`src/hdl/matrix_multiply_unit_assert.svh`:
```
// Assertion macros for the matrix multiply unit.
// Each use expects clk and arst_n in the enclosing module.
`ifndef MATRIX_MULTIPLY_UNIT_ASSERT_SVH
`define MATRIX_MULTIPLY_UNIT_ASSERT_SVH

`ifndef SYNTH
`define MMU_ASSERT(lbl, prop) lbl: assert property (@(posedge clk) disable iff (!arst_n) prop) \
	else $error("%m: check failed");
`define MMU_ASSERT_RST(lbl, prop) lbl: assert property (@(posedge clk) prop) \
	else $error("%m: check failed");
`else
`define MMU_ASSERT(lbl, prop)
`define MMU_ASSERT_RST(lbl, prop)
`endif

`endif

```
`src/hdl/mmu_pkg.sv`:
```
`timescale 1ns / 1ps
`default_nettype none

package mmu_pkg;

	// item command codes
	localparam logic [1:0] CMD_LOAD_A  = 2'd0;
	localparam logic [1:0] CMD_LOAD_B  = 2'd1;
	localparam logic [1:0] CMD_COMPUTE = 2'd2;

	// configuration register indexes
	localparam int unsigned CFG_IDX_W = 2;
	localparam logic [CFG_IDX_W-1:0] REG_ROWS_A     = 2'd0;
	localparam logic [CFG_IDX_W-1:0] REG_INNER_SIZE = 2'd1;
	localparam logic [CFG_IDX_W-1:0] REG_COLS_B     = 2'd2;

	// fractional bits of the Q8.8 format
	localparam int unsigned FRAC_BITS = 8;

	typedef enum logic [1:0] {
		ST_IDLE,
		ST_ISSUE,
		ST_DRAIN,
		ST_EMIT
	} mmu_state_t;

	typedef struct packed {
		logic wr_a;
		logic wr_b;
		logic rd_en;
		logic acc_clear;
		logic out_load;
		logic out_err;
	} mmu_cmd_t;

	typedef struct packed {
		logic pipe_busy;
		logic out_free;
	} mmu_stat_t;

endpackage

`default_nettype wire

```
`src/hdl/mmu_controller.sv`:
```
`timescale 1ns / 1ps
`default_nettype none

module mmu_controller
	import mmu_pkg::*;
#(
	parameter int unsigned MAX_DIM = 16
) (
	input  wire logic                               clk,
	input  wire logic                               arst_n,
	input  wire logic                               cfg_we,
	input  wire logic [CFG_IDX_W-1:0]               cfg_index,
	input  wire logic [$clog2(MAX_DIM+1)-1:0]       cfg_wdata,
	input  wire logic                               s_tvalid,
	output logic                                    s_tready,
	input  wire logic [1:0]                         command,
	input  wire logic [$clog2(MAX_DIM)-1:0]         row_index,
	input  wire logic [$clog2(MAX_DIM)-1:0]         col_index,
	output mmu_cmd_t                                cmd,
	input  wire mmu_stat_t                          stat,
	output logic [$clog2(MAX_DIM)-1:0]              rd_row,
	output logic [$clog2(MAX_DIM)-1:0]              rd_k,
	output logic [$clog2(MAX_DIM)-1:0]              rd_col,
	output logic [$clog2(MAX_DIM)-1:0]              res_row,
	output logic [$clog2(MAX_DIM)-1:0]              res_col,
	output logic                                    res_last
);

	localparam int unsigned IDX_W = $clog2(MAX_DIM);
	localparam int unsigned CFG_W = $clog2(MAX_DIM + 1);
	localparam logic [CFG_W-1:0] DIM_MAX = CFG_W'(MAX_DIM);

	mmu_state_t state_q, state_d;

	logic [CFG_W-1:0] rows_q, inner_q, cols_q;
	logic [CFG_W-1:0] nr, nk, nc;
	logic [IDX_W-1:0] row_q, row_d, k_q, k_d, j_q, j_d;
	logic             accept, k_last, j_last;

	always_ff @(posedge clk or negedge arst_n) begin
		if (!arst_n) begin
			rows_q  <= DIM_MAX;
			inner_q <= DIM_MAX;
			cols_q  <= DIM_MAX;
		end else if (cfg_we) begin
			unique case (cfg_index)
				REG_ROWS_A:     rows_q  <= cfg_wdata;
				REG_INNER_SIZE: inner_q <= cfg_wdata;
				REG_COLS_B:     cols_q  <= cfg_wdata;
				default: ;
			endcase
		end
	end

	// sizes above the store dimension act as the store dimension
	assign nr = (rows_q  > DIM_MAX) ? DIM_MAX : rows_q;
	assign nk = (inner_q > DIM_MAX) ? DIM_MAX : inner_q;
	assign nc = (cols_q  > DIM_MAX) ? DIM_MAX : cols_q;

	assign s_tready = (state_q == ST_IDLE) && stat.out_free;
	assign accept   = s_tvalid && s_tready;
	assign k_last   = (CFG_W'(k_q) + CFG_W'(1)) == nk;
	assign j_last   = (CFG_W'(j_q) + CFG_W'(1)) == nc;

	assign rd_row = row_q;
	assign rd_k   = k_q;
	assign rd_col = j_q;

	always_ff @(posedge clk or negedge arst_n) begin
		if (!arst_n) begin
			state_q <= ST_IDLE;
			k_q     <= '0;
			j_q     <= '0;
		end else begin
			state_q <= state_d;
			k_q     <= k_d;
			j_q     <= j_d;
		end
	end

	always_ff @(posedge clk) begin
		row_q <= row_d;
	end

	always_comb begin
		state_d  = state_q;
		row_d    = row_q;
		k_d      = k_q;
		j_d      = j_q;
		cmd      = '0;
		res_row  = row_q;
		res_col  = j_q;
		res_last = j_last;
		unique case (state_q)
			ST_IDLE: begin
				res_row  = row_index;
				res_col  = col_index;
				res_last = 1'b1;
				if (accept) begin
					unique case (command)
						CMD_LOAD_A: begin
							if (CFG_W'(row_index) < nr && CFG_W'(col_index) < nk) begin
								cmd.wr_a = 1'b1;
							end else begin
								cmd.out_load = 1'b1;
								cmd.out_err  = 1'b1;
							end
						end
						CMD_LOAD_B: begin
							if (CFG_W'(row_index) < nk && CFG_W'(col_index) < nc) begin
								cmd.wr_b = 1'b1;
							end else begin
								cmd.out_load = 1'b1;
								cmd.out_err  = 1'b1;
							end
						end
						CMD_COMPUTE: begin
							res_col = '0;
							if (CFG_W'(row_index) >= nr || nc == '0) begin
								cmd.out_load = 1'b1;
								cmd.out_err  = 1'b1;
							end else begin
								cmd.acc_clear = 1'b1;
								row_d   = row_index;
								k_d     = '0;
								j_d     = '0;
								state_d = (nk == '0) ? ST_DRAIN : ST_ISSUE;
							end
						end
						default: ;
					endcase
				end
			end
			ST_ISSUE: begin
				cmd.rd_en = 1'b1;
				k_d       = k_q + IDX_W'(1);
				if (k_last) begin
					state_d = ST_DRAIN;
				end
			end
			ST_DRAIN: begin
				// wait for the last product to reach the accumulator
				if (!stat.pipe_busy) begin
					state_d = ST_EMIT;
				end
			end
			ST_EMIT: begin
				if (stat.out_free) begin
					cmd.out_load  = 1'b1;
					cmd.acc_clear = 1'b1;
					k_d           = '0;
					if (j_last) begin
						state_d = ST_IDLE;
					end else begin
						j_d     = j_q + IDX_W'(1);
						state_d = (nk == '0) ? ST_DRAIN : ST_ISSUE;
					end
				end
			end
			default: state_d = ST_IDLE;
		endcase
	end

	`include "matrix_multiply_unit_assert.svh"

	// every read stays inside the configured sizes
	`MMU_ASSERT(a_read_range, cmd.rd_en |-> (CFG_W'(k_q) < nk) && (CFG_W'(j_q) < nc))
	// the final column of a row hands control back to idle
	`MMU_ASSERT(a_row_end, (state_q == ST_EMIT) && cmd.out_load && j_last |=> state_q == ST_IDLE)
	// no item is taken while a row is in progress
	`MMU_ASSERT_RST(a_no_accept_busy, (state_q != ST_IDLE) |-> !accept)

endmodule

`default_nettype wire

```
`config.mk`:
```
export PLATFORM = sky130hd
export DESIGN_NAME = mmu_controller
export DESIGN_NICKNAME = d
export VERILOG_FILES = /design/src/hdl/mmu_pkg.sv /design/src/hdl/mmu_controller.sv
export VERILOG_INCLUDE_DIRS = /design/src /design/src/hdl
export SDC_FILE = /design/constraint.sdc
export NUM_CORES = 1
export LEC_CHECK = 0
export BUFFER_PORTS_ARGS = -buffer_cell sky130_fd_sc_hd__clkbuf_2
export CAP_MARGIN = 0
export CORE_ASPECT_RATIO = 0.5
export CORE_UTILIZATION = 54
export CTS_CLUSTER_SIZE = 28
export DETAILED_ROUTE_END_ITERATION = 10
export PLACE_DENSITY = 0.81
export SLEW_MARGIN = 20
export SYNTH_ARGS = -nofsm -noshare
export SYNTH_HDL_FRONTEND = slang
export SYNTH_SLANG_ARGS = --single-unit
```
`constraint.sdc`:
```
create_clock -name clk -period 2.88 [get_ports clk]
set_input_delay 0.288 -clock clk [delete_from_list [all_inputs] [get_ports clk]]
set_output_delay 0.288 -clock clk [all_outputs]
set_load 0.01 [all_outputs]
```
* Yosys cells after proc, flatten, opt, wreduce, memory -nomap -nowiden
Index checks and enable logic that the tools add are counted.
** Cells by class
- Bitwise gates (word level) :: 1
- Reductions and logical operators :: 19
- Add/subtract/negate cells :: 4
- Equal/unequal tests :: 16
- Mux-type cells :: 42
- Magnitude comparators :: 8
** Operators with widths (count)
- two-way mux 4 bit :: 10
- two-way mux 2 bit :: 14
- less-than comparator 4 x 5 -> 1 bit :: 4
- > comparator 5 bit, second input constant :: 3
- two-way mux 5 bit :: 3
- inequality test 2 bit, second input constant :: 6
- one-hot mux 4 bit (3 select lines) :: 1
- AND reduction 6 bit :: 2
- adder 4 x 1 -> 5 bit, second input constant :: 2
- equality test 5 bit :: 2
- zero test 5 bit :: 2
- two-way mux 1 bit :: 9
- adder 4 x 1 -> 4 bit, second input constant :: 2
- equality test 2 bit, second input constant :: 4
- one-hot mux 2 bit (4 select lines) :: 1
- one-hot mux 4 bit (2 select lines) :: 1
- equality test 2 x 1 -> 1 bit, second input constant :: 3
- zero test 2 bit :: 3
- one-hot mux 2 bit (3 select lines) :: 1
- AND reduction 2 bit :: 3
- >= comparator 4 x 5 -> 1 bit :: 1
- AND reduction 5 bit :: 1
- logical AND 1 bit :: 4
- one-hot mux 2 bit (2 select lines) :: 1
- 7 further kinds :: 7
** Storage, ports and cells
- Register bits :: 29
- Input bits :: 23
- Output and inout port bits :: 28

* Longest topological paths before layout
- Depth after elaboration :: 8
- Mapped depth :: 9
- Depth with buffers taken out :: 9

* Worst setup path before layout
OpenSTA, ideal clock, no wires.
- Path type :: register to register
- Start point :: reg rows_q[4]
- End point :: reg k_q[3] (netlist: rd_k[3])
- Arrival time :: 2333 ps
- Setup slack :: 478 ps
- Required time :: 2811 ps
- Cell stages (with the launch flop) :: 9
- Setup time :: 69 ps
- Path through :: dfstp_2 -> nand2b_1 -> ha_1 -> a21oi_1 -> a31oi_1 -> nor4_4 -> o21ai_2 -> or4b_1 -> nand3_1
** On the way
- Longest elaborated chain between the ends :: 6
** RTL lines
- start: declaration :: line mmu_controller.sv:35 : logic [CFG_W-1:0] rows_q, inner_q, cols_q;
- start signal: assignment :: line mmu_controller.sv:47 : REG_ROWS_A: rows_q <= cfg_wdata;
- > comparator 5 bit :: line mmu_controller.sv:56 : assign nr = (rows_q > DIM_MAX) ? DIM_MAX : rows_q;
- two-way mux 5 bit * :: line mmu_controller.sv:56
- >= comparator 4 x 5 -> 1 bit * :: line mmu_controller.sv:119 : if (CFG_W'(row_index) >= nr || nc == '0) begin
- logical OR 1 bit * :: line mmu_controller.sv:119
- inequality test 2 bit (no source line) *
- AND reduction 5 bit (no source line) *
- end signal: assignment :: line mmu_controller.sv:76 : k_q <= k_d;
- end: declaration :: line mmu_controller.sv:37 : logic [IDX_W-1:0] row_q, row_d, k_q, k_d, j_q, j_d;
Every way passes the cells marked *; elsewhere a longest branch is shown, timed or not.
A chain may end at the register's enable or synchronous reset.

==> flow_summary.toml <==
[worst_setup_path]
r2r_slack_ns = 0.26
timing.critical_path.to = "cmd[0]"
reg2regPathDepth = 8
required_ns = 2.59
arrival_ns = 2.45
startpoint_type = "flop"
end_kind = "primary output"
worstSetupPathType = "flop to primary output"
r2r-end = "state_q[1]$_DFFE_PN0P_"
timing.rr.start = "rows_q[4]$_DFFE_PN1P_"
critPathMaxFanout = 7
crit_path_start = "inner_q[4]$_DFFE_PN1P_"

[final_layout]
drive_gt1_frac = 0.313
fin_cells = 339
syn_to_final_growth_pct = 18.5
fillers = 290
num_antenna_cells = 0
multi_input_area_um2 = 1370
nNetsFinal = 329
seq_area_um2 = 749

[floorplanning]
pin_count = 51
die_h_um = 47.0
coreArea_um2 = 3640
fp.dieW_um = 92.1
num_rows = 15
dieArea_um2 = 4330
start_util = 0.601

[flow_run]
cap_viol_max_count = 0

[synthesis]
yosysWarnings = 0
syn_nets = 275
synth_cell_types = 54
async_flop_share = 0.862
synth_flop_cell = "dfrtp_1"
ys_seq_elements = 29
syn-cell-area_um2 = 2190
avgSynthCellArea_um2 = 9.40
ys_seq_area_frac = 0.342
synth_edf_count = 4
synthCells = 233

[clock_tree]
clock_latency_ns = 0.29
cts_buffers = 5
cts_root_buffer = "clkbuf_8"
clockBufferDepth = 2
clock-sinks = 29
h-tree-depth = 2
cts.reportedPaths.clkPinSlew_ns = 0.07
cts_tree = "yes"
cts_hold_buf = 0

[sta]
worstMarginPinSlew_ns = 0.760
hold-worst-slack_ns = 0.0256
tns_ns = 0
slew_headroom = 0.492
rsz0062_at_grt = "false"
fmax_mhz = 366
setup_viol = 0
period_needed_ns = 2.73
min_period_over_period = 0.949
final-hold-violation-count = 0
drv_slew = 0
finalClockSkew_ns = 0.00711

[route]
via_count = 2016
wire_per_inst_um = 16.6
via_per_inst = 5.95
route.detailed.drc = 0
firstDrtPassIters = 4
first_iter_violations = 149
ant_nets = 0
wl_mm = 5.62

[placed_design]
numPortBuffers = 50
dp_cells = 330
dp_hpwl_mm = 4.35
gp_congestion = 0.856

[worst_hold_path]
worstHoldPathType = "input pin to async pin"

[pwr]
power_frac_seq = 0.311
p_per_area_nw_per_um2 = 815
switching_share = 0.434
p_leak_nw = 1.18
clkPwrFrac = 0.172
power.internal_mw = 1.20
power.switching_mw = 0.919
irDropWorstVdd_v = 0.000390
comb_power_share = 0.518

[global_route]
gr-usage-all-layers = 0.278
grt_pass1_vias = 1834
grt_overflow = 0
antenna_found_initial = 0
grt_pass1_wl_mm = 8.79
grt_max_degree = 26

[status]
status = "complete, no violations"
==> power by group through the flow <==
stage / Combinational [mW] / Clock (mW) / Sequential [mW]
after floorplan: 0.782 / 0 / 0.625
after global placement: 1.02 / 0 / 0.649
after detailed placement: 1.06 / 0 / 0.659
after CTS: 1.08 / 0.367 / 0.653
after global routing: 1.20 / 0.382 / 0.675
final: 1.10 / 0.363 / 0.657
==> logic make-up (layout without fill, tap and decap cells) <==
kind of cell	count (synthesis)	in the layout	share of synthesized area
AND/OR/NAND/NOR	90	90	0.223
AO/OA/AOI/OAI	48	48	0.146
flip-flops	29	29	0.342
multiplexers	22	22	0.111
adder cells (fa/ha/maj)	19	19	0.109
buffers and inverters	19	74	0.0371
XOR/XNOR	6	6	0.0309
==> metrics by stage <==
stage	setup slack (ns)	area (um^2)	total power, mW	util
finish	0.147	2590	2.12	0.713
CTS	0.102	2580	2.10	0.709
floorplan	0.478	2190	1.41	-
global placement	0.384	2490	1.67	0.683
global route	0.00854	2590	2.25	0.713
detailed placement	0.308	2490	1.72	0.683
==> worst max-delay path: stages (launching register included) <==
cell and delay (ns):
dfstp_2 0.55, inv_1 0.11, nand2_1 0.12, ha_1 0.24, a21o_1 0.16, a21oi_1 0.13, nor2_1 0.05, or3_1 0.39
a32oi_1 0.22, nor2_1 0.06, clkbuf_2 0.13
==> routing by layer <==
metal / up-vias / global-route usage / part of all wire
li1: 964 / - / -
met1: 964 / 0.356 / 0.46
met2: 77 / 0.464 / 0.45
met3: 11 / 0.0955 / 0.072
met4: 0 / 0.0813 / 0.013
met5: - / 0 / 0
==> state kept, by name, indices dropped and copies added (netlist names) <==
| signal | flops |
|---|---|
| state_q | 2 |
| cols_q | 5 |
| rd_row | 4 |
| rd_k | 4 |
| rd_col | 4 |
| rows_q | 5 |
| inner_q | 5 |
==> cell type report <==
type | instances | share of cell area
clock buffer | 7 | 0.0333
clock inverter | 1 | 0.00289
inverter | 13 | 0.0188
multi-input combinational | 185 | 0.527
sequential | 29 | 0.289
tap | 51 | 0.0246
timing repair buffer | 53 | 0.105
==> synthesized netlist by cell type, drive strengths merged, types with 6 or more instances <==
master / n / area share
mux2: 19 / 0.098
dfrtp: 22 / 0.25
nor3: 6 / 0.014
o21ai: 12 / 0.029
a21oi: 7 / 0.016
inv: 13 / 0.022
ha: 19 / 0.11
nand2b: 10 / 0.029
nor2: 16 / 0.027
nand3: 9 / 0.021
nand2: 23 / 0.043
==> worst min-delay path by stage <==
stage	startpoint	endpoint	slack (ns)
after floorplan	arst_n	cols_q[0]$_DFFE_PN0P_	-0.008
after global placement	arst_n	rows_q[0]$_DFFE_PN0P_	0.34
after detailed placement	arst_n	rows_q[2]$_DFFE_PN0P_	0.35
after CTS	arst_n	cols_q[2]$_DFFE_PN0P_	0.04
after global routing	arst_n	cols_q[0]$_DFFE_PN0P_	0.07
final	arst_n	cols_q[0]$_DFFE_PN0P_	0.03
==> what timing repair did <==
| item | 4_1_cts | 5_1_grt |
|---|---|---|
| endpoints found under the setup margin | 0 | 3 |
| setup buffers | 0 | 1 |
| gates resized for setup | 0 | 1 |
==> layout by cell type, fill, tap and decap left out, types with 4 or more instances in the layout <==
cell      netlist  final
nor3_1          6      6
xnor2_1         5      5
a31oi_1         5      5
o22ai_1         5      5
clkbuf_8        0      6
mux2_2         19     19
clkbuf_2        0     50
o21ai_0        10     10
nand2b_1       10     10
inv_1          13     13
nor2_1         16     16
ha_1           19     19
nand3_1         9      9
edfxtp_1        4      4
nand2_1        22     22
dfrtp_1        22     22
nor2b_1         4      4
a21oi_1         7      7
(Power assumes the default switching activity.)
